===== config.mk =====
export PLATFORM = sky130hd
export DESIGN_NAME = status_led_pattern_sequencer
export DESIGN_NICKNAME = d
export VERILOG_FILES = /design/src/rtl/slps_pkg.sv /design/src/rtl/status_led_pattern_sequencer.sv /design/src/rtl/slps_cfg_regs.sv /design/src/rtl/slps_step.sv
export VERILOG_INCLUDE_DIRS = /design/src /design/src/rtl
export SDC_FILE = /design/constraint.sdc
export NUM_CORES = 1
export LEC_CHECK = 0
export BUFFER_PORTS_ARGS = -buffer_cell sky130_fd_sc_hd__buf_4
export CAP_MARGIN = 10
export CORE_MARGIN = 2
export CORE_UTILIZATION = 65
export CTS_BUF_LIST = sky130_fd_sc_hd__clkbuf_4 sky130_fd_sc_hd__clkbuf_8 sky130_fd_sc_hd__clkbuf_16
export CTS_CLUSTER_SIZE = 16
export DETAILED_ROUTE_END_ITERATION = 6
export PLACE_DENSITY = 0.85
export SLEW_MARGIN = 20
export SYNTH_ARGS = -nofsm -noshare
export SYNTH_HDL_FRONTEND = slang
export SYNTH_SLANG_ARGS = --single-unit

===== constraint.sdc =====
create_clock -name clk -period 9.9 [get_ports clk]
set_clock_uncertainty 0.15 [all_clocks]
set_input_delay 0.99 -clock clk [delete_from_list [all_inputs] [get_ports clk]]
set_output_delay 0.99 -clock clk [all_outputs]
set_load 0.05 [all_outputs]

===== src/rtl/assert_macros.svh =====
// Assertion helpers used by the RTL.
`ifndef ASSERT_MACROS_SVH
`define ASSERT_MACROS_SVH

`ifndef ASSERT_OFF
`define SLPS_ASSERT(lbl, clk, rst_n, prop) \
  lbl: assert property (@(posedge clk) disable iff (!rst_n) prop) \
    else $error("%m: assertion failed");
`define SLPS_ASSERT_NEVER(lbl, clk, rst_n, prop) \
  lbl: assert property (@(posedge clk) disable iff (!rst_n) !(prop)) \
    else $error("%m: forbidden condition seen");
`else
`define SLPS_ASSERT(lbl, clk, rst_n, prop)
`define SLPS_ASSERT_NEVER(lbl, clk, rst_n, prop)
`endif

`endif


===== src/rtl/slps_pkg.sv =====
package slps_pkg;

  localparam int unsigned PWM_PERIOD_DEF = 2000;
  localparam int unsigned CMP_W          = 11;
  localparam int unsigned ST_W           = 5;
  localparam int unsigned CNT_W          = 8;
  localparam int unsigned FLASH_W        = 3;
  localparam int unsigned CFG_IDX_W      = 3;

  localparam logic KIND_SET  = 1'b0;
  localparam logic KIND_TICK = 1'b1;

  localparam logic [ST_W-1:0] ST_IDLE       = 5'd0;
  localparam logic [ST_W-1:0] ST_CHARGING   = 5'd1;
  localparam logic [ST_W-1:0] ST_FULLCHARGE = 5'd2;
  localparam logic [ST_W-1:0] ST_NTC        = 5'd4;
  localparam logic [ST_W-1:0] ST_BAT_HIGH   = 5'd5;
  localparam logic [ST_W-1:0] ST_BAT_MID    = 5'd6;
  localparam logic [ST_W-1:0] ST_BAT_LOW    = 5'd7;
  localparam logic [ST_W-1:0] ST_BAT_WARN   = 5'd8;
  localparam logic [ST_W-1:0] ST_CHG_EAR    = 5'd9;
  localparam logic [ST_W-1:0] ST_EAR_FULL   = 5'd10;
  localparam logic [ST_W-1:0] ST_EAR_OC     = 5'd11;
  localparam logic [ST_W-1:0] ST_PTP_PAIR   = 5'd12;
  localparam logic [ST_W-1:0] ST_BT_PAIR    = 5'd13;
  localparam logic [ST_W-1:0] ST_EAR_RESET  = 5'd14;
  localparam logic [ST_W-1:0] ST_FREEMAN    = 5'd15;
  localparam logic [ST_W-1:0] ST_MAX        = 5'd16;

  localparam logic [FLASH_W-1:0] NTC_FLASHES  = 3'd3;
  localparam logic [FLASH_W-1:0] WARN_FLASHES = 3'd5;

  localparam logic [1:0] DRV_OFF   = 2'd0;
  localparam logic [1:0] DRV_SOLID = 2'd1;
  localparam logic [1:0] DRV_PWM   = 2'd2;

  localparam logic [CFG_IDX_W-1:0] REG_BREATH_RESTART = 3'd0;
  localparam logic [CFG_IDX_W-1:0] REG_BATTERY_HOLD   = 3'd1;
  localparam logic [CFG_IDX_W-1:0] REG_PAIR_HOLD      = 3'd2;
  localparam logic [CFG_IDX_W-1:0] REG_BLINK          = 3'd3;
  localparam logic [CFG_IDX_W-1:0] REG_LONG_OFF       = 3'd4;
  localparam logic [CFG_IDX_W-1:0] REG_MIDDLE_GREEN   = 3'd5;

  typedef struct packed {
    logic [CNT_W-1:0] breath_restart;
    logic [CNT_W-1:0] battery_hold;
    logic [CNT_W-1:0] pair_hold;
    logic [CNT_W-1:0] blink;
    logic [CNT_W-1:0] long_off;
    logic [CMP_W-1:0] middle_green;
  } cfg_t;

  localparam cfg_t CFG_RESET = '{
    breath_restart: 8'd30,
    battery_hold:   8'd20,
    pair_hold:      8'd10,
    blink:          8'd2,
    long_off:       8'd50,
    middle_green:   11'd1680
  };

  typedef struct packed {
    logic [1:0]       red;
    logic [1:0]       green;
    logic             blue;
    logic [CMP_W-1:0] cmp;
    logic             breath;
  } drv_t;

  localparam drv_t DRV_ALL_OFF = '{
    red: DRV_OFF, green: DRV_OFF, blue: 1'b0, cmp: '0, breath: 1'b0
  };

  typedef struct packed {
    logic [ST_W-1:0]    cur;
    logic [ST_W-1:0]    prev;
    logic [CNT_W-1:0]   tcnt;
    logic               phase_on;
    logic [FLASH_W-1:0] flash;
    drv_t               drv;
  } seq_state_t;

  localparam seq_state_t STATE_RESET = '{
    cur: ST_IDLE, prev: ST_IDLE, tcnt: '0, phase_on: 1'b0, flash: '0, drv: DRV_ALL_OFF
  };

endpackage


===== src/rtl/status_led_pattern_sequencer.sv =====
// Status LED pattern sequencer.
// A beat goes from the input register to the output register, which drives out_valid.
// Throughput: one beat per cycle while out_stall is low; the status/counter update is combinational.
// Reset (rst_n low, synchronous): status idle, counters zero, internal LED drive off,
// PWM stopped, configuration back to defaults, both pipeline stages empty.
`include "assert_macros.svh"

module status_led_pattern_sequencer #(
  parameter int unsigned PWM_PERIOD = slps_pkg::PWM_PERIOD_DEF
) (
  input  logic                            clk,
  input  logic                            rst_n,
  input  logic                            in_valid,
  output logic                            in_stall,
  input  logic                            in_kind,
  input  logic [slps_pkg::ST_W-1:0]       in_status,
  output logic                            out_valid,
  input  logic                            out_stall,
  output logic                            out_set_changed,
  output logic [1:0]                      out_red_drive,
  output logic [1:0]                      out_green_drive,
  output logic                            out_blue_on,
  output logic [slps_pkg::CMP_W-1:0]      out_pwm_compare,
  output logic                            out_breath_enable,
  output logic [slps_pkg::ST_W-1:0]       out_status_now,
  input  logic                            cfg_valid,
  output logic                            cfg_ready,
  input  logic [slps_pkg::CFG_IDX_W-1:0]  cfg_index,
  input  logic [slps_pkg::CMP_W-1:0]      cfg_data
);

  localparam logic [15:0] PERIOD16 = 16'(PWM_PERIOD);
  localparam logic [slps_pkg::CMP_W-1:0] PERIOD_CMP = PERIOD16[slps_pkg::CMP_W-1:0];

  slps_pkg::cfg_t        cfg;
  slps_pkg::seq_state_t  st_r;
  slps_pkg::seq_state_t  st_nxt;
  logic                  changed;

  logic                        in_v_r;
  logic                        in_v_nxt;
  logic                        in_kind_r;
  logic [slps_pkg::ST_W-1:0]   in_status_r;
  logic                        out_v_r;
  logic                        out_v_nxt;
  logic                        out_changed_r;
  slps_pkg::drv_t              out_drv_r;
  logic [slps_pkg::ST_W-1:0]   out_status_r;

  logic adv;
  logic in_take;

  assign cfg_ready = 1'b1;

  slps_cfg_regs u_cfg (
    .clk       (clk),
    .rst_n     (rst_n),
    .cfg_valid (cfg_valid),
    .cfg_index (cfg_index),
    .cfg_data  (cfg_data),
    .cfg       (cfg)
  );

  slps_step #(
    .PWM_PERIOD (PWM_PERIOD)
  ) u_step (
    .cfg     (cfg),
    .st      (st_r),
    .kind    (in_kind_r),
    .req     (in_status_r),
    .st_nxt  (st_nxt),
    .changed (changed)
  );

  assign adv      = in_v_r && (!out_v_r || !out_stall);
  assign in_stall = in_v_r && !adv;
  assign in_take  = in_valid && !in_stall;

  always_comb begin
    in_v_nxt = in_v_r;
    if (in_take) begin
      in_v_nxt = 1'b1;
    end else if (adv) begin
      in_v_nxt = 1'b0;
    end
  end

  always_comb begin
    out_v_nxt = out_v_r;
    if (adv) begin
      out_v_nxt = 1'b1;
    end else if (!out_stall) begin
      out_v_nxt = 1'b0;
    end
  end

  always_ff @(posedge clk) begin
    if (!rst_n) begin
      in_v_r  <= 1'b0;
      out_v_r <= 1'b0;
      st_r    <= slps_pkg::STATE_RESET;
    end else begin
      in_v_r  <= in_v_nxt;
      out_v_r <= out_v_nxt;
      if (adv) st_r <= st_nxt;
    end
  end

  always_ff @(posedge clk) begin
    if (in_take) begin
      in_kind_r   <= in_kind;
      in_status_r <= in_status;
    end
    if (adv) begin
      out_changed_r <= changed;
      out_drv_r     <= st_nxt.drv;
      out_status_r  <= st_nxt.cur;
    end
  end

  assign out_valid         = out_v_r;
  assign out_set_changed   = out_changed_r;
  assign out_red_drive     = out_drv_r.red;
  assign out_green_drive   = out_drv_r.green;
  assign out_blue_on       = out_drv_r.blue;
  assign out_pwm_compare   = out_drv_r.cmp;
  assign out_breath_enable = out_drv_r.breath;
  assign out_status_now    = out_status_r;

  `SLPS_ASSERT_NEVER(a_no_overwrite, clk, rst_n, adv && out_v_r && out_stall)
  `SLPS_ASSERT(a_status_range, clk, rst_n, st_r.cur <= slps_pkg::ST_MAX)
  `SLPS_ASSERT(a_flash_range, clk, rst_n, st_r.flash < slps_pkg::WARN_FLASHES)
  `SLPS_ASSERT(a_breath_cmp, clk, rst_n, st_r.drv.breath |-> st_r.drv.cmp == PERIOD_CMP)
  `SLPS_ASSERT(a_tick_no_change, clk, rst_n, adv && in_kind_r == slps_pkg::KIND_TICK |=> !out_changed_r)

endmodule


===== src/rtl/slps_cfg_regs.sv =====
module slps_cfg_regs (
  input  logic                            clk,
  input  logic                            rst_n,
  input  logic                            cfg_valid,
  input  logic [slps_pkg::CFG_IDX_W-1:0]  cfg_index,
  input  logic [slps_pkg::CMP_W-1:0]      cfg_data,
  output slps_pkg::cfg_t                  cfg
);

  slps_pkg::cfg_t cfg_r;
  slps_pkg::cfg_t cfg_nxt;

  always_comb begin
    cfg_nxt = cfg_r;
    if (cfg_valid) begin
      unique case (cfg_index)
        slps_pkg::REG_BREATH_RESTART: cfg_nxt.breath_restart = cfg_data[slps_pkg::CNT_W-1:0];
        slps_pkg::REG_BATTERY_HOLD:   cfg_nxt.battery_hold   = cfg_data[slps_pkg::CNT_W-1:0];
        slps_pkg::REG_PAIR_HOLD:      cfg_nxt.pair_hold      = cfg_data[slps_pkg::CNT_W-1:0];
        slps_pkg::REG_BLINK:          cfg_nxt.blink          = cfg_data[slps_pkg::CNT_W-1:0];
        slps_pkg::REG_LONG_OFF:       cfg_nxt.long_off       = cfg_data[slps_pkg::CNT_W-1:0];
        slps_pkg::REG_MIDDLE_GREEN:   cfg_nxt.middle_green   = cfg_data;
        default: ;
      endcase
    end
  end

  always_ff @(posedge clk) begin
    if (!rst_n) begin
      cfg_r <= slps_pkg::CFG_RESET;
    end else begin
      cfg_r <= cfg_nxt;
    end
  end

  assign cfg = cfg_r;

endmodule


===== src/rtl/slps_step.sv =====
module slps_step #(
  parameter int unsigned PWM_PERIOD = slps_pkg::PWM_PERIOD_DEF
) (
  input  slps_pkg::cfg_t                 cfg,
  input  slps_pkg::seq_state_t           st,
  input  logic                           kind,
  input  logic [slps_pkg::ST_W-1:0]      req,
  output slps_pkg::seq_state_t           st_nxt,
  output logic                           changed
);

  localparam logic [15:0] PERIOD16 = 16'(PWM_PERIOD);
  localparam logic [slps_pkg::CMP_W-1:0] PERIOD_CMP = PERIOD16[slps_pkg::CMP_W-1:0];

  logic                          first;
  logic [slps_pkg::CNT_W-1:0]    cnt_up;
  logic [slps_pkg::CNT_W-1:0]    off_len;
  logic [slps_pkg::FLASH_W-1:0]  flash_inc;
  logic [slps_pkg::CMP_W-1:0]    mid_cmp;

  assign first     = (st.cur != st.prev);
  assign cnt_up    = (st.tcnt == '1) ? st.tcnt : st.tcnt + 8'd1;
  assign off_len   = (st.cur == slps_pkg::ST_CHG_EAR) ? cfg.long_off : cfg.blink;
  assign flash_inc = st.flash + 3'd1;
  assign mid_cmp   = ({5'd0, cfg.middle_green} > PERIOD16) ? PERIOD_CMP : cfg.middle_green;

  always_comb begin
    st_nxt  = st;
    changed = 1'b0;
    if (kind == slps_pkg::KIND_SET) begin
      if (req <= slps_pkg::ST_MAX && req != st.cur) begin
        st_nxt.cur = req;
        st_nxt.drv = slps_pkg::DRV_ALL_OFF;
        changed    = 1'b1;
      end
    end else begin
      st_nxt.prev = st.cur;
      case (st.cur) inside
        slps_pkg::ST_CHARGING, slps_pkg::ST_FULLCHARGE: begin
          if (!first) st_nxt.tcnt = cnt_up;
          if (first || cnt_up >= cfg.breath_restart) begin
            st_nxt.tcnt       = '0;
            st_nxt.drv.cmp    = PERIOD_CMP;
            st_nxt.drv.breath = 1'b1;
            if (st.cur == slps_pkg::ST_CHARGING) begin
              st_nxt.drv.red   = slps_pkg::DRV_PWM;
              st_nxt.drv.green = slps_pkg::DRV_OFF;
            end else begin
              st_nxt.drv.red   = slps_pkg::DRV_OFF;
              st_nxt.drv.green = slps_pkg::DRV_PWM;
            end
          end
        end
        slps_pkg::ST_NTC: begin
          if (first) begin
            st_nxt.tcnt     = '0;
            st_nxt.flash    = '0;
            st_nxt.phase_on = 1'b1;
            st_nxt.drv.red  = slps_pkg::DRV_SOLID;
          end else begin
            st_nxt.tcnt = cnt_up;
            if (st.flash < slps_pkg::NTC_FLASHES) begin
              if (cnt_up >= cfg.blink) begin
                st_nxt.tcnt = '0;
                if (!st.phase_on) begin
                  st_nxt.phase_on = 1'b1;
                  st_nxt.drv.red  = slps_pkg::DRV_SOLID;
                end else begin
                  st_nxt.phase_on = 1'b0;
                  st_nxt.flash    = flash_inc;
                  st_nxt.drv      = slps_pkg::DRV_ALL_OFF;
                end
              end
            end else if (cnt_up >= cfg.pair_hold) begin
              st_nxt.flash = '0;
            end
          end
        end
        slps_pkg::ST_BAT_HIGH, slps_pkg::ST_BAT_MID, slps_pkg::ST_BAT_LOW: begin
          if (first) begin
            st_nxt.tcnt = '0;
            if (st.cur == slps_pkg::ST_BAT_HIGH) begin
              st_nxt.drv.green = slps_pkg::DRV_SOLID;
            end else if (st.cur == slps_pkg::ST_BAT_MID) begin
              st_nxt.drv.green  = slps_pkg::DRV_PWM;
              st_nxt.drv.red    = slps_pkg::DRV_SOLID;
              st_nxt.drv.cmp    = mid_cmp;
              st_nxt.drv.breath = 1'b0;
            end else begin
              st_nxt.drv.red = slps_pkg::DRV_SOLID;
            end
          end else begin
            st_nxt.tcnt = cnt_up;
            if (cnt_up >= cfg.battery_hold) begin
              st_nxt.tcnt = '0;
              st_nxt.drv  = slps_pkg::DRV_ALL_OFF;
              st_nxt.cur  = slps_pkg::ST_IDLE;
            end
          end
        end
        slps_pkg::ST_BAT_WARN: begin
          if (first) begin
            st_nxt.tcnt     = '0;
            st_nxt.flash    = '0;
            st_nxt.phase_on = 1'b1;
            st_nxt.drv.red  = slps_pkg::DRV_SOLID;
          end else begin
            st_nxt.tcnt = cnt_up;
            if (cnt_up >= cfg.blink) begin
              st_nxt.tcnt = '0;
              if (!st.phase_on) begin
                st_nxt.phase_on = 1'b1;
                st_nxt.drv.red  = slps_pkg::DRV_SOLID;
              end else begin
                st_nxt.phase_on = 1'b0;
                st_nxt.drv      = slps_pkg::DRV_ALL_OFF;
                if (flash_inc >= slps_pkg::WARN_FLASHES) begin
                  st_nxt.flash = '0;
                  st_nxt.cur   = slps_pkg::ST_IDLE;
                end else begin
                  st_nxt.flash = flash_inc;
                end
              end
            end
          end
        end
        slps_pkg::ST_CHG_EAR, slps_pkg::ST_EAR_OC: begin
          if (first) begin
            st_nxt.tcnt     = '0;
            st_nxt.phase_on = 1'b1;
            st_nxt.drv.red  = slps_pkg::DRV_SOLID;
          end else begin
            st_nxt.tcnt = cnt_up;
            if (!st.phase_on && cnt_up >= off_len) begin
              st_nxt.tcnt     = '0;
              st_nxt.phase_on = 1'b1;
              st_nxt.drv.red  = slps_pkg::DRV_SOLID;
            end else if (st.phase_on && cnt_up >= cfg.blink) begin
              st_nxt.tcnt     = '0;
              st_nxt.phase_on = 1'b0;
              st_nxt.drv      = slps_pkg::DRV_ALL_OFF;
            end
          end
        end
        slps_pkg::ST_EAR_FULL: begin
          if (first) begin
            st_nxt.tcnt = '0;
            st_nxt.drv  = slps_pkg::DRV_ALL_OFF;
          end
        end
        slps_pkg::ST_PTP_PAIR, slps_pkg::ST_BT_PAIR, slps_pkg::ST_EAR_RESET,
        slps_pkg::ST_FREEMAN: begin
          if (first) begin
            st_nxt.tcnt     = '0;
            st_nxt.drv.blue = 1'b1;
          end else begin
            st_nxt.tcnt = cnt_up;
            if (cnt_up >= cfg.pair_hold) begin
              st_nxt.tcnt = '0;
              st_nxt.drv  = slps_pkg::DRV_ALL_OFF;
              st_nxt.cur  = slps_pkg::ST_IDLE;
            end
          end
        end
        default: ;
      endcase
    end
  end

endmodule


==> impl_summary.log, run 1 <==
[metrics] Post-Place Cell Area: about 7600 sq um
[metrics] via count of the first global-routing pass: between 6000 and 7000
[metrics] initial antenna violation count: 0
[metrics] max-slew violation count: 0
[metrics] cells taking the most area after synthesis: sky130_fd_sc_hd__dfxtp_1 25%, sky130_fd_sc_hd__edfxtp_1 12%, sky130_fd_sc_hd__nand2_1 9.6%
[metrics] Required @ worst endpoint: just over 10 ns
[metrics] share of the synthesized area in the top cell type: between 20 and 30%
[metrics] kind of capture point of the worst setup path: flop
[metrics] Tightest Pin Transition: ~1.1 ns
[metrics] Setup TNS: 0 ns
[metrics] initial detailed-routing violation count: 671
[metrics] number of optimization iterations in the first detailed-route pass: 6
[metrics] number of nets still failing antenna checks after routing: 0
[metrics] number of buffers inserted by hold repair at cts: 0
[metrics] count of nets after finishing: between 900 and 1000
[metrics] count of cells resized by post-cts repair: 0
[metrics] Reg-to-Reg Start: st_r[21]$_SDFFE_PN0P_
[metrics] post-layout instance area: around 8200 sq um
[metrics] largest area contributor in the netlist: sky130_fd_sc_hd__dfxtp_1
[metrics] most common cell in the synthesized netlist: sky130_fd_sc_hd__nand2_1
[metrics] die footprint: about 12000 sq um
[metrics] net count after synthesis: approximately 950
[metrics] clock tree buffer depth: 2
[metrics] count of mapped cells out of synthesis: 884
[metrics] EDFF count, synth: 29
[metrics] final wirelength: 20.54 mm
[metrics] headroom to the max-slew limit: between 20% and 30%
[metrics] Critical Path End: st_r[21]$_SDFFE_PN0P_
[metrics] Chip Width: roughly 110 um
[metrics] # H-tree levels: 4
[metrics] num ports: between 50 and 60
[metrics] top achievable clock speed: 217.1 MHz
[metrics] count of port buffers added during placement: 49
[metrics] endpoints failing setup: 0
[metrics] number of register bits inferred by synthesis: 121
[metrics] CTS sink count: roughly 120
[metrics] layer with the highest usage after global routing: met2
[metrics] global-route total usage across every layer: a little over a third
[metrics] number of hold violations in the final report: 0
[metrics] register clock-pin slew on the reported worst setup and hold paths: approximately 0.050 ns
[metrics] worst setup path startpoint: st_r[21]$_SDFFE_PN0P_
[metrics] HPWL after detailed placement: 14.61 mm
[metrics] Top FF cell, synth: sky130_fd_sc_hd__dfxtp_1
[metrics] endpoint of the lowest-slack register-to-register path: st_r[21]$_SDFFE_PN0P_
[metrics] nature of the critical path startpoint: flop
[metrics] met2 Track Usage GR: 58.24%
[metrics] type of the worst setup path: flop to flop
[metrics] buffer count from post-CTS setup fixing: 0
[metrics] cell area after synthesis: roughly 7300 sq um
[metrics] PwrDens: approximately 160 nW/um^2
[metrics] number of cells on the worst reg-to-reg path: 13
[metrics] total leakage power: about 3.4 nW
[metrics] initial core utilization: approximately two thirds
[metrics] TritonCTS Buffers: 17
[metrics] met3 Resource Use GR: under 10%
[metrics] total via count in the routed design: just under 7000
[metrics] setup slack of the most critical reg-to-reg path: between 5 and 6 ns
[metrics] ratio of cells with drive above 1 in the final layout: around 12%
[metrics] Async S/R FF share, synth: 0%
[metrics] yosys synthesis warning count: 0
[metrics] n_diodes: 0
[metrics] root buffer cell: sky130_fd_sc_hd__clkbuf_8
[metrics] post-detailed-route DRC marker count: 0
[metrics] status: finished, final reports clean
[metrics] WP data arrival: just under 5 ns
[metrics] wire length of the first global-routing pass: 33.10 mm
[metrics] RSZ-0062 raised after global routing: no
[metrics] Via density: approximately 6.5
[metrics] vertical extent of the die: between 100 and 150 um
[metrics] post-route fraction of the period consumed by the critical path: around 47%
[metrics] average wire per cell in the routed design: between 15 and 20 um
[metrics] post-layout min period: approximately 4.6 ns
[metrics] largest net degree at the start of global routing: 86
[metrics] part of the Yosys area used for sequential elements: between 30% and 40%
[metrics] number of library cell types mapped by synthesis: between 80 and 90
[metrics] clock tree from TritonCTS: done
[metrics] met1 usage: 43.04%
[metrics] critical path fanouts, max: 11
[metrics] post-synthesis area per instance: 8.233 sq um
[metrics] post-synthesis to final-layout area growth: 13.08%
[metrics] floorplan row count: 38
[metrics] largest voltage drop on the vdd net: 0.1458 mV
[metrics] Final Wtd Congestion: 1.008
[metrics] Overflow after GRT: 0
[metrics] worst skew pair latency: around 0.55 ns
[metrics] most frequent cells after synthesis: 187 x sky130_fd_sc_hd__nand2_1, 92 x sky130_fd_sc_hd__dfxtp_1, 50 x sky130_fd_sc_hd__o21ai_0
[metrics] core box area: 10890 sq um
[metrics] Hold Crit Class: flop to flop
[metrics] number of maximum-capacitance violations: 0
layer usage:
layer  part of all wire [%]  vias to the layer above
li1                       -                     3220
met5                      0                        -
met3                    7.1                       95
met2                     47                      354
met4                    5.2                        0
met1                     41                     3227
critical path, stage by stage (launching register included):
cell                       delay (ns)
sky130_fd_sc_hd__dfxtp_1         0.37
sky130_fd_sc_hd__ha_1            0.26
sky130_fd_sc_hd__and3_1          0.29
sky130_fd_sc_hd__nand2_1         0.19
sky130_fd_sc_hd__o21ai_0         0.35
sky130_fd_sc_hd__ha_1            0.36
sky130_fd_sc_hd__nor4b_1         0.47
sky130_fd_sc_hd__o211ai_1        0.18
sky130_fd_sc_hd__a31oi_1         0.38
sky130_fd_sc_hd__nand4b_1        0.54
sky130_fd_sc_hd__o31ai_1         0.29
sky130_fd_sc_hd__o21a_1          0.35
sky130_fd_sc_hd__a41oi_1         0.16
sky130_fd_sc_hd__o22ai_1         0.20
final cells by class:
class	instances	area [sq um]
multi-input cells	670	4163
repair buffers	51	382.9
clock inverters	4	50.05
clock buffers	28	563.0
inverters	49	183.9
well taps	140	175.2
fillers	770	2658
flip-flops and latches	121	2713
worst min-delay path by stage:
stage	cells after the start	start	end	slack, ns
finish	2	u_cfg.cfg[48]$_SDFFE_PN0P_	u_cfg.cfg[48]$_SDFFE_PN0P_	0.32
global route	2	u_cfg.cfg[33]$_SDFFE_PN0P_	u_cfg.cfg[33]$_SDFFE_PN0P_	0.33
CTS	2	u_cfg.cfg[48]$_SDFFE_PN0P_	u_cfg.cfg[48]$_SDFFE_PN0P_	0.32
detailed placement	2	u_cfg.cfg[48]$_SDFFE_PN0P_	u_cfg.cfg[48]$_SDFFE_PN0P_	0.31
global placement	2	u_cfg.cfg[33]$_SDFFE_PN0P_	u_cfg.cfg[33]$_SDFFE_PN0P_	0.31
floorplan	2	u_cfg.cfg[43]$_SDFFE_PN0P_	u_cfg.cfg[43]$_SDFFE_PN0P_	0.29
metrics by stage:
stage          setup slack, ns  hold slack [ns]  total power [mW]  instances  util, %
2_1_floorplan            6.271           0.2887            0.6606        884        -
3_3_place_gp             5.523           0.3054            0.7009       1031    69.92
3_5_place_dp             5.460           0.3095            0.7056       1031    69.96
4_1_cts                  5.456           0.3168             1.328       1063    75.59
5_1_grt                  5.041           0.3322             1.371       1063    75.59
6_report                 5.294           0.3163             1.331       1063    75.59
state kept, by name, indices dropped and copies added, names as in the netlist:
| name | flops |
|---|---|
| in_kind_r | 1 |
| in_status_r | 5 |
| in_v_r | 1 |
| out_blue_on | 1 |
| out_breath_enable | 1 |
| out_green_drive | 2 |
| out_pwm_compare | 11 |
| out_red_drive | 2 |
| out_set_changed | 1 |
| out_status_now | 5 |
| out_valid | 1 |
| st_r | 39 |
| u_cfg.cfg | 51 |
cells in the final DEF, fill, tap and decap left out, types with 4 or more instances in the layout:
master and count:
sky130_fd_sc_hd__a211oi_1 5, sky130_fd_sc_hd__nor3_1 7, sky130_fd_sc_hd__and3_1 8, sky130_fd_sc_hd__nand2_1 187
sky130_fd_sc_hd__nand3_1 27, sky130_fd_sc_hd__a2111oi_0 4, sky130_fd_sc_hd__a31oi_1 11, sky130_fd_sc_hd__o211ai_1 20
sky130_fd_sc_hd__ha_1 38, sky130_fd_sc_hd__mux2i_1 14, sky130_fd_sc_hd__nand2b_1 7, sky130_fd_sc_hd__nor3_2 5
sky130_fd_sc_hd__or3_1 4, sky130_fd_sc_hd__inv_1 47, sky130_fd_sc_hd__nor3b_1 4, sky130_fd_sc_hd__a32oi_1 6
sky130_fd_sc_hd__and2_1 11, sky130_fd_sc_hd__o21ai_0 50, sky130_fd_sc_hd__buf_4 51, sky130_fd_sc_hd__a21boi_0 47
sky130_fd_sc_hd__a21oi_1 47, sky130_fd_sc_hd__a21o_1 6, sky130_fd_sc_hd__xor2_1 9, sky130_fd_sc_hd__nand4_1 16
sky130_fd_sc_hd__edfxtp_1 29, sky130_fd_sc_hd__xnor2_1 5, sky130_fd_sc_hd__nor2_1 40, sky130_fd_sc_hd__clkbuf_4 4
sky130_fd_sc_hd__nor2b_1 11, sky130_fd_sc_hd__clkbuf_8 6, sky130_fd_sc_hd__dfxtp_1 92, sky130_fd_sc_hd__o21a_1 8
sky130_fd_sc_hd__clkbuf_16 18
power breakdown:
| group | switching, mW | leakage, nW | internal [mW] |
|---|---|---|---|
| clock | 0.223 | 0.302 | 0.408 |
| sequential | 0.0129 | 1.03 | 0.520 |
| combinational | 0.114 | 2.02 | 0.0535 |
cell families (layout without fill, tap and decap cells):
kind of cell	count (synthesis)	after routing	synth area share (%)
AO/OA/AOI/OAI	254	254	24.07
XOR/XNOR	14	14	1.685
adder cells (fa/ha/maj)	38	38	6.533
buffers and inverters	93	132	5.604
flip-flops	121	121	37.27
multiplexers	16	16	2.235
other	1	1	0.05152
AND/OR/NAND/NOR	347	347	22.55
Note: power is estimated with default switching activity, not from simulation.
==> run 2, diff against run 1 <==
CORE_UTILIZATION = 61   (was 65)
PLACE_DENSITY = 0.8   (was 0.85)
clock period = 4.3 ns   (was 9.9 ns; I/O delays follow)
==> impl_summary.log, run 2 (synthesized netlist as in run 1, its figures left out) <==
[metrics] status: finished, violations left (was finished, final reports clean)
[metrics] violations in the final reports: DRC
[metrics] total via count in the routed design: 6981 (was 6896)
[metrics] footprint of the flip-flops and latches: 2713 sq um (unchanged)
[metrics] final wirelength: 20.66 mm (was 20.54 mm)
[metrics] HPWL after detailed placement: 14.74 mm (was 14.61 mm)
[metrics] Setup TNS: 0 ns (unchanged)
[metrics] headroom to the max-slew limit: 32.17% (was 26.67%)
[metrics] CTS sink count: 121 (unchanged)
[metrics] endpoints failing setup: 0 (unchanged)
[metrics] most frequent standard cell in the layout excluding fill and tap cells: sky130_fd_sc_hd__nand2_1 (unchanged)
[metrics] clock tree buffer depth: 2 (unchanged)
[metrics] worst skew pair latency: 0.43 ns (was 0.55 ns)
[metrics] post-synthesis to final-layout area growth: 15.75% (was 13.08%)
[metrics] largest net degree at the start of global routing: 45 (was 86)
[metrics] largest voltage drop on the vdd net: 0.2667 mV (was 0.1458 mV)
[metrics] number of optimization iterations in the first detailed-route pass: 7 (was 6)
[metrics] global-route total usage across every layer: 32.74% (was 35.80%)
[metrics] number of maximum-capacitance violations: 0 (unchanged)
[metrics] Via density: 6.428 (was 6.487)
[metrics] Chip Width: 113.2 um (was 109.8 um)
[metrics] top achievable clock speed: 244.4 MHz (was 217.1 MHz)
[metrics] average wire per cell in the routed design: 19.02 um (was 19.32 um)
[metrics] clock share of power: 48.4% (was 47.4%)
[metrics] initial detailed-routing violation count: 645 (was 671)
[metrics] Sw Share: 26.18% (was 26.27%)
[metrics] ratio of cells with drive above 1 in the final layout: 14.00% (was 12.03%)
[metrics] critical path fanouts, max: 6 (was 11)
[metrics] part of the total power dissipated in combinational logic: 13.1% (was 12.6%)
[metrics] WP data arrival: 4.10 ns (was 4.92 ns)
[metrics] max-slew violation count: 0 (unchanged)
[metrics] number of nets still failing antenna checks after routing: 0 (unchanged)
[metrics] Seq pwr share: 38.5% (was 40.0%)
[metrics] root buffer cell: sky130_fd_sc_hd__clkbuf_16 (was sky130_fd_sc_hd__clkbuf_8)
[metrics] initial antenna violation count: 0 (unchanged)
[metrics] Layout fillers: 873 (was 770)
[metrics] num ports: 51 (unchanged)
[metrics] number of hold violations in the final report: 0 (unchanged)
[metrics] nature of the critical path startpoint: flop (unchanged)
[metrics] flip-flop count of the largest register after layout: 51 (unchanged)
[metrics] die footprint: 12820 sq um (was 12060 sq um)
[metrics] count of port buffers added during placement: 49 (unchanged)
[metrics] clock tree from TritonCTS: done (unchanged)
[metrics] via count of the first global-routing pass: 6664 (was 6633)
[metrics] wire length of the first global-routing pass: 33.35 mm (was 33.10 mm)
[metrics] Hold Crit Class: primary input to flop (was flop to flop)
[metrics] kind of capture point of the worst setup path: flop (unchanged)
[metrics] PwrDens: 375.6 nW/um^2 (was 161.7 nW/um^2)
[metrics] RSZ-0062 raised after global routing: no (unchanged)
[metrics] TritonCTS Buffers: 17 (unchanged)
[metrics] core box area: 11520 sq um (was 10890 sq um)
[metrics] Overflow after GRT: 0 (unchanged)
[metrics] floorplan row count: 39 (was 38)
[metrics] Final Wtd Congestion: 0.9539 (was 1.008)
[metrics] n_diodes: 0 (unchanged)
[metrics] commonest cells after routing, fill and taps aside: 187 x sky130_fd_sc_hd__nand2_1, 92 x sky130_fd_sc_hd__dfxtp_1, 71 x sky130_fd_sc_hd__buf_4, 48 x sky130_fd_sc_hd__o21ai_0 (was 187 x sky130_fd_sc_hd__nand2_1, 92 x sky130_fd_sc_hd__dfxtp_1, 51 x sky130_fd_sc_hd__buf_4, 50 x sky130_fd_sc_hd__o21ai_0)
[metrics] total placed cells including tap cells: 1054 (was 1031)
[metrics] total leakage power: 3.473 nW (was 3.354 nW)
[metrics] type of the worst setup path: flop to flop (unchanged)
[metrics] post-layout min period: 4.091 ns (was 4.606 ns)
[metrics] register clock-pin slew on the reported worst setup and hold paths: 0.06 ns (was 0.05 ns)
[metrics] Required @ worst endpoint: 4.31 ns (was 10.21 ns)
[metrics] total net switching power: 828.4 uW (was 349.5 uW)
[metrics] internal power: 2.336 mW (was 981.1 uW)
[metrics] vertical extent of the die: 113.2 um (was 109.8 um)
[metrics] post-detailed-route DRC marker count: 4 (was 0)
[metrics] post-route fraction of the period consumed by the critical path: 95.14% (was 46.53%)
[metrics] # H-tree levels: 4 (unchanged)
[metrics] combined area of the multi-input logic cells: 4173 sq um (was 4163 sq um)
[metrics] count of nets after finishing: 993 (was 973)
[metrics] Tightest Pin Transition: 1.011 ns (was 1.089 ns)
[metrics] initial core utilization: 63.20% (was 66.85%)
[metrics] count of placed standard cells in the final layout, fillers left out: 1086 (was 1063)
==> run 2: layout make-up <==
type	instances	area share, %
timing repair buffer	71	6.327
clock buffer	24	6.446
sequential	121	32.20
clock inverter	8	1.188
tap	143	2.124
inverter	49	2.183
multi-input combinational	670	49.53
==> run 2: repair_timing <==
action	CTS	global route
hold buffers	0	0
resized for setup	0	4
setup endpoints to repair	0	21
setup buffers	0	0
==> run 2: worst max-delay path: stages, from the launching register on <==
cell                        delay, ns
sky130_fd_sc_hd__dfxtp_1         0.36
sky130_fd_sc_hd__ha_1            0.25
sky130_fd_sc_hd__and3_1          0.20
sky130_fd_sc_hd__nand2_1         0.15
sky130_fd_sc_hd__mux2_2          0.44
sky130_fd_sc_hd__ha_1            0.22
sky130_fd_sc_hd__nor4b_1         0.40
sky130_fd_sc_hd__o211ai_1        0.16
sky130_fd_sc_hd__a31oi_1         0.26
sky130_fd_sc_hd__buf_4           0.17
sky130_fd_sc_hd__a31oi_1         0.14
sky130_fd_sc_hd__buf_4           0.22
sky130_fd_sc_hd__a21oi_1         0.11
sky130_fd_sc_hd__o21a_1          0.20
sky130_fd_sc_hd__o2111ai_1       0.19
sky130_fd_sc_hd__o2bb2ai_1       0.20
==> run 2: power groups by stage <==
stage	sequential, mW	combinational, mW	clock (mW)
6_report	1.22	0.415	1.53
5_1_grt	1.22	0.445	1.58
4_1_cts	1.22	0.405	1.54
3_5_place_dp	1.24	0.401	0
3_3_place_gp	1.24	0.390	0
2_1_floorplan	1.27	0.254	0
==> run 2: routing by layer <==
metal,global-route usage (%),wire length [um],up-vias
met4,17.48,851,0
met5,0,0,-
met2,54.77,10050,334
met3,6.320,1458,77
met1,39.95,8302,3305
li1,-,-,3265
==> run 2: path summary, 6_finish.rpt <==
| kind | cells after the start | start | end | slack [ns] |
|---|---|---|---|---|
| max reg2reg | 15 | st_r[21]$_SDFFE_PN0P_ | out_green_drive[1]$_DFFE_PP_ | 0.21 |
| min reg2reg | 2 | u_cfg.cfg[36]$_SDFFE_PN0P_ | u_cfg.cfg[36]$_SDFFE_PN0P_ | 0.32 |
| min | 1 | in_status[2] | in_status_r[2]$_DFFE_PP_ | 0.02 |
| max | 15 | st_r[21]$_SDFFE_PN0P_ | out_green_drive[1]$_DFFE_PP_ | 0.21 |
==> run 2: stage by stage <==
stage	total power, mW	hold WS [ns]	worst slack (ns)	utilization [%]	instance area, sq um
after floorplan	1.521	0.2887	0.6705	-	7278
after global placement	1.631	0.3026	0.2800	67.44	7766
after detailed placement	1.642	0.3079	0.1429	67.48	7771
after CTS	3.159	0.02231	0.09162	73.07	8414
after global routing	3.249	0.02004	0.02482	73.15	8424
final	3.164	0.02500	0.2090	73.15	8424
==> run 3, diff against run 2 <==
ABC_AREA = 1   (was not set)
==> impl_summary.log, run 3 <==
[metrics] Overflow after GRT: 0 (unchanged)
[metrics] cell count of the worst hold path: 1 (unchanged)
[metrics] Required @ worst endpoint: 4.33 ns (was 4.31 ns)
[metrics] type of the worst setup path: flop to flop (unchanged)
[metrics] maximum single-stage delay on the critical path: 0.43 ns (was 0.44 ns)
[metrics] EDFF count, synth: 29 (unchanged)
[metrics] PwrDens: 400.4 nW/um^2 (was 375.6 nW/um^2)
[metrics] number of cells on the worst reg-to-reg path: 19 (was 15)
[metrics] Tightest Pin Transition: 0.8329 ns (was 1.011 ns)
[metrics] Layout fillers: 969 (was 873)
[metrics] cells taking the most area after synthesis: sky130_fd_sc_hd__dfxtp_1 25%, sky130_fd_sc_hd__edfxtp_1 12%, sky130_fd_sc_hd__nand2_1 10% (was sky130_fd_sc_hd__dfxtp_1 25%, sky130_fd_sc_hd__edfxtp_1 12%, sky130_fd_sc_hd__nand2_1 9.6%)
[metrics] number of library cell types mapped by synthesis: 47 (was 82)
[metrics] share of the synthesized area in the top cell type: 25.06% (was 25.31%)
[metrics] initial antenna violation count: 0 (unchanged)
[metrics] count of nets after finishing: 1156 (was 993)
[metrics] largest voltage drop on the vdd net: 0.2911 mV (was 0.2667 mV)
[metrics] root buffer cell: sky130_fd_sc_hd__clkbuf_16 (unchanged)
[metrics] net count after synthesis: 1117 (was 947)
[metrics] nature of the critical path startpoint: flop (unchanged)
[metrics] die footprint: 12940 sq um (was 12820 sq um)
[metrics] buffers and inverters on the worst path: 3 (was 2)
[metrics] total leakage power: 3.984 nW (was 3.473 nW)
[metrics] headroom to the max-slew limit: 44.41% (was 32.17%)
[metrics] Hold Crit Class: primary input to flop (unchanged)
[metrics] met1 usage: 43.18% (was 39.95%)
[metrics] number of buffers inserted by hold repair at cts: 0 (unchanged)
[metrics] CTS sink count: 121 (unchanged)
[metrics] clock tree buffer depth: 2 (unchanged)
[metrics] count of cells resized by post-cts repair: 0 (unchanged)
[metrics] HP Start: in_status[4] (was in_status[2])
[metrics] max-slew violation count: 0 (unchanged)
[metrics] vertical extent of the die: 113.8 um (was 113.2 um)
[metrics] Final Hold Slack: 0.02648 ns (was 0.02500 ns)
[metrics] final wirelength: 19.46 mm (was 20.66 mm)
[metrics] count of mapped cells out of synthesis: 1054 (was 884)
[metrics] total via count in the routed design: 7127 (was 6981)
[metrics] post-route fraction of the period consumed by the critical path: 90.62% (was 95.14%)
[metrics] number of register bits inferred by synthesis: 121 (unchanged)
[metrics] Via density: 5.692 (was 6.428)
[metrics] post-layout min period: 3.897 ns (was 4.091 ns)
[metrics] met2 Track Usage GR: 48.10% (was 54.77%)
[metrics] post-detailed-route DRC marker count: 0 (was 4)
[metrics] num ports: 51 (unchanged)
[metrics] number of nets still failing antenna checks after routing: 0 (unchanged)
[metrics] n_diodes: 0 (unchanged)
[metrics] Async S/R FF share, synth: 0% (unchanged)
[metrics] commonest cells after routing, fill and taps aside: 202 x sky130_fd_sc_hd__nand2_1, 159 x sky130_fd_sc_hd__inv_1, 110 x sky130_fd_sc_hd__a21oi_1, 106 x sky130_fd_sc_hd__o21ai_0, 101 x sky130_fd_sc_hd__nor2_1 (was 187 x sky130_fd_sc_hd__nand2_1, 92 x sky130_fd_sc_hd__dfxtp_1, 71 x sky130_fd_sc_hd__buf_4, 48 x sky130_fd_sc_hd__o21ai_0)
[metrics] Place WS: 0.5430 ns (was 0.1429 ns)
[metrics] part of the Yosys area used for sequential elements: 36.90% (was 37.27%)
[metrics] status: finished, final reports clean (was finished, violations left)
[metrics] cell family with most CP delay: simple AND/OR/NAND/NOR gates (was compound AO/OA/AOI/OAI gates)
[metrics] met3 Resource Use GR: 7.120% (was 6.320%)
[metrics] largest net degree at the start of global routing: 72 (was 45)
[metrics] core box area: 11860 sq um (was 11520 sq um)
[metrics] wire length of the first global-routing pass: 31.98 mm (was 33.35 mm)
[metrics] Top FF cell, synth: sky130_fd_sc_hd__dfxtp_1 (unchanged)
[metrics] buffer count from post-CTS setup fixing: 0 (unchanged)
[metrics] number of optimization iterations in the first detailed-route pass: 5 (was 7)
[metrics] largest area contributor in the netlist: sky130_fd_sc_hd__dfxtp_1 (unchanged)
[metrics] TritonCTS Buffers: 17 (unchanged)
[metrics] # H-tree levels: 4 (unchanged)
[metrics] flip-flop count of the largest register after layout: 51 (unchanged)
[metrics] most common cell in the synthesized netlist: sky130_fd_sc_hd__nand2_1 (unchanged)
[metrics] number of maximum-capacitance violations: 0 (unchanged)
[metrics] post-synthesis area per instance: 6.974 sq um (was 8.233 sq um)
[metrics] total power: 3.374 mW (was 3.164 mW)
[metrics] count of placed standard cells in the final layout, fillers left out: 1252 (was 1086)
[metrics] Chip Width: 113.8 um (was 113.2 um)
[metrics] Reg-to-Reg Start: st_r[21]$_SDFFE_PN0P_ (unchanged)
[metrics] worst skew pair latency: 0.43 ns (about the same)
[metrics] post-route worst setup slack: 0.4033 ns (was 0.2090 ns)
[metrics] register clock-pin slew on the reported worst setup and hold paths: 0.05 ns (was 0.06 ns)
[metrics] combined area of the multi-input logic cells: 3861 sq um (was 4173 sq um)
[metrics] clock tree from TritonCTS: done (unchanged)
[metrics] WP data arrival: 3.93 ns (was 4.10 ns)
[metrics] via count of the first global-routing pass: 6555 (was 6664)
[metrics] HPWL after detailed placement: 13.56 mm (was 14.74 mm)
[metrics] Setup TNS: 0 ns (unchanged)
[metrics] post-synthesis to final-layout area growth: 14.66% (was 15.75%)
[metrics] Final Wtd Congestion: 1.037 (was 0.9539)
[metrics] yosys synthesis warning count: 0 (unchanged)
[metrics] footprint of the flip-flops and latches: 2713 sq um (unchanged)
[metrics] average wire per cell in the routed design: 15.54 um (was 19.02 um)
[metrics] layer with the highest usage after global routing: met2 (unchanged)
[metrics] ratio of cells with drive above 1 in the final layout: 11.40% (was 14.00%)
[metrics] worst setup path startpoint: st_r[21]$_SDFFE_PN0P_ (unchanged)
[metrics] global-route total usage across every layer: 31.37% (was 32.74%)
[metrics] critical path cell sequence: nand2_1 -> nor2_1 -> nand3_1 -> nor2_1 -> inv_1 -> nor2_1 -> nor2_1 -> nor3_1 -> inv_1 -> ha_1 -> nand2_1 -> nor2_1 -> a2111oi_4 -> nand3_2 -> inv_2 -> or2_0 -> a21oi_1 -> nand2_1 -> nand2_1 (was ha_1 -> and3_1 -> nand2_1 -> mux2_2 -> ha_1 -> nor4b_1 -> o211ai_1 -> a31oi_1 -> buf_4 -> a31oi_1 -> buf_4 -> a21oi_1 -> o21a_1 -> o2111ai_1 -> o2bb2ai_1)
[metrics] endpoints failing setup: 0 (unchanged)
[metrics] top achievable clock speed: 256.6 MHz (was 244.4 MHz)
[metrics] most frequent cells after synthesis: 202 x sky130_fd_sc_hd__nand2_1, 159 x sky130_fd_sc_hd__inv_1, 110 x sky130_fd_sc_hd__a21oi_1, 106 x sky130_fd_sc_hd__o21ai_0, 102 x sky130_fd_sc_hd__nor2_1 (was 187 x sky130_fd_sc_hd__nand2_1, 92 x sky130_fd_sc_hd__dfxtp_1, 50 x sky130_fd_sc_hd__o21ai_0)
[metrics] kind of capture point of the worst setup path: flop (unchanged)
[metrics] number of hold violations in the final report: 0 (unchanged)
[metrics] setup slack of the most critical reg-to-reg path: 0.40 ns (was 0.21 ns)
[metrics] total placed cells including tap cells: 1221 (was 1054)
[metrics] floorplan row count: 40 (was 39)
[metrics] critical path fanouts, max: 17 (was 6)
[metrics] destination of the worst hold path: in_status_r[4]$_DFFE_PP_ (was in_status_r[2]$_DFFE_PP_)
[metrics] RSZ-0062 raised after global routing: no (unchanged)
[metrics] most frequent standard cell in the layout excluding fill and tap cells: sky130_fd_sc_hd__nand2_1 (unchanged)
[metrics] CP most frequent cell: sky130_fd_sc_hd__nor2_1
[metrics] count of port buffers added during placement: 49 (unchanged)
[metrics] initial detailed-routing violation count: 742 (was 645)
[metrics] cell area after synthesis: 7351 sq um (was 7278 sq um)
[metrics] cell with the largest stage delay on the worst path: sky130_fd_sc_hd__dfxtp_1 (was sky130_fd_sc_hd__mux2_2)
[metrics] initial core utilization: 61.97% (was 63.20%)
[metrics] endpoint of the lowest-slack register-to-register path: out_pwm_compare[4]$_DFFE_PP_ (was out_green_drive[1]$_DFFE_PP_)
-- run 3: logic make-up after synthesis --
kind of cell	count (synthesis)	synth area share [%]
XOR/XNOR	8	0.9532
AO/OA/AOI/OAI	277	21.28
buffers and inverters	205	10.67
flip-flops	121	36.90
other	1	0.05101
adder cells (fa/ha/maj)	38	6.468
AND/OR/NAND/NOR	404	23.68
-- run 3: final cells by class --
class                   instances  area share, %
flip-flops and latches        121          32.19
clock inverters                 5         0.6087
multi-input cells             728          45.81
inverters                     169          7.527
well taps                     147          2.182
repair buffers                 56          4.988
clock buffers                  26          6.695
-- run 3: worst register-to-register path: stages (launching register included) --
cell                        delay, ns
sky130_fd_sc_hd__dfxtp_1         0.43
sky130_fd_sc_hd__nand2_1         0.07
sky130_fd_sc_hd__nor2_1          0.17
sky130_fd_sc_hd__nand3_1         0.12
sky130_fd_sc_hd__nor2_1          0.10
sky130_fd_sc_hd__inv_1           0.05
sky130_fd_sc_hd__nor2_1          0.13
sky130_fd_sc_hd__nor2_1          0.06
sky130_fd_sc_hd__nor3_1          0.29
sky130_fd_sc_hd__inv_1           0.20
sky130_fd_sc_hd__ha_1            0.36
sky130_fd_sc_hd__nand2_1         0.11
sky130_fd_sc_hd__nor2_1          0.07
sky130_fd_sc_hd__a2111oi_4       0.32
sky130_fd_sc_hd__nand3_2         0.40
sky130_fd_sc_hd__inv_2           0.24
sky130_fd_sc_hd__or2_0           0.13
sky130_fd_sc_hd__a21oi_1         0.08
sky130_fd_sc_hd__nand2_1         0.12
sky130_fd_sc_hd__nand2_1         0.06
-- run 3: stage by stage --
stage	utilization (%)	area (sq um)
after floorplan	-	7351
after global placement	65.87	7812
after detailed placement	65.87	7812
after CTS	71.05	8428
after global routing	71.05	8428
final	71.05	8428
-- run 3: layer usage --
metal | up-vias | wire, um | part of all wire, %
met5 | - | 0 | 0
met4 | 0 | 577 | 3.0
met3 | 52 | 1571 | 8.1
met2 | 318 | 8535 | 44
met1 | 3210 | 8771 | 45
li1 | 3547 | - | -
-- run 3: how the worst max path moves through the flow --
| stage | to | slack (ns) | cells after the start |
|---|---|---|---|
| finish | out_pwm_compare[4]$_DFFE_PP_ | 0.40 | 19 |
| CTS | out_pwm_compare[4]$_DFFE_PP_ | 0.46 | 19 |
| global placement | out_pwm_compare[4]$_DFFE_PP_ | 0.72 | 19 |
| detailed placement | st_r[9]$_SDFFE_PN0P_ | 0.54 | 21 |
| floorplan | out_red_drive[0]$_DFFE_PP_ | 1.07 | 24 |
| global route | st_r[5]$_SDFFE_PN0P_ | 0.01 | 21 |
-- run 3: report_power, final --
part	internal (mW)	switching, mW
sequential	1.23	0.0434
combinational	0.194	0.448
clock	0.957	0.502
total	2.38	0.993
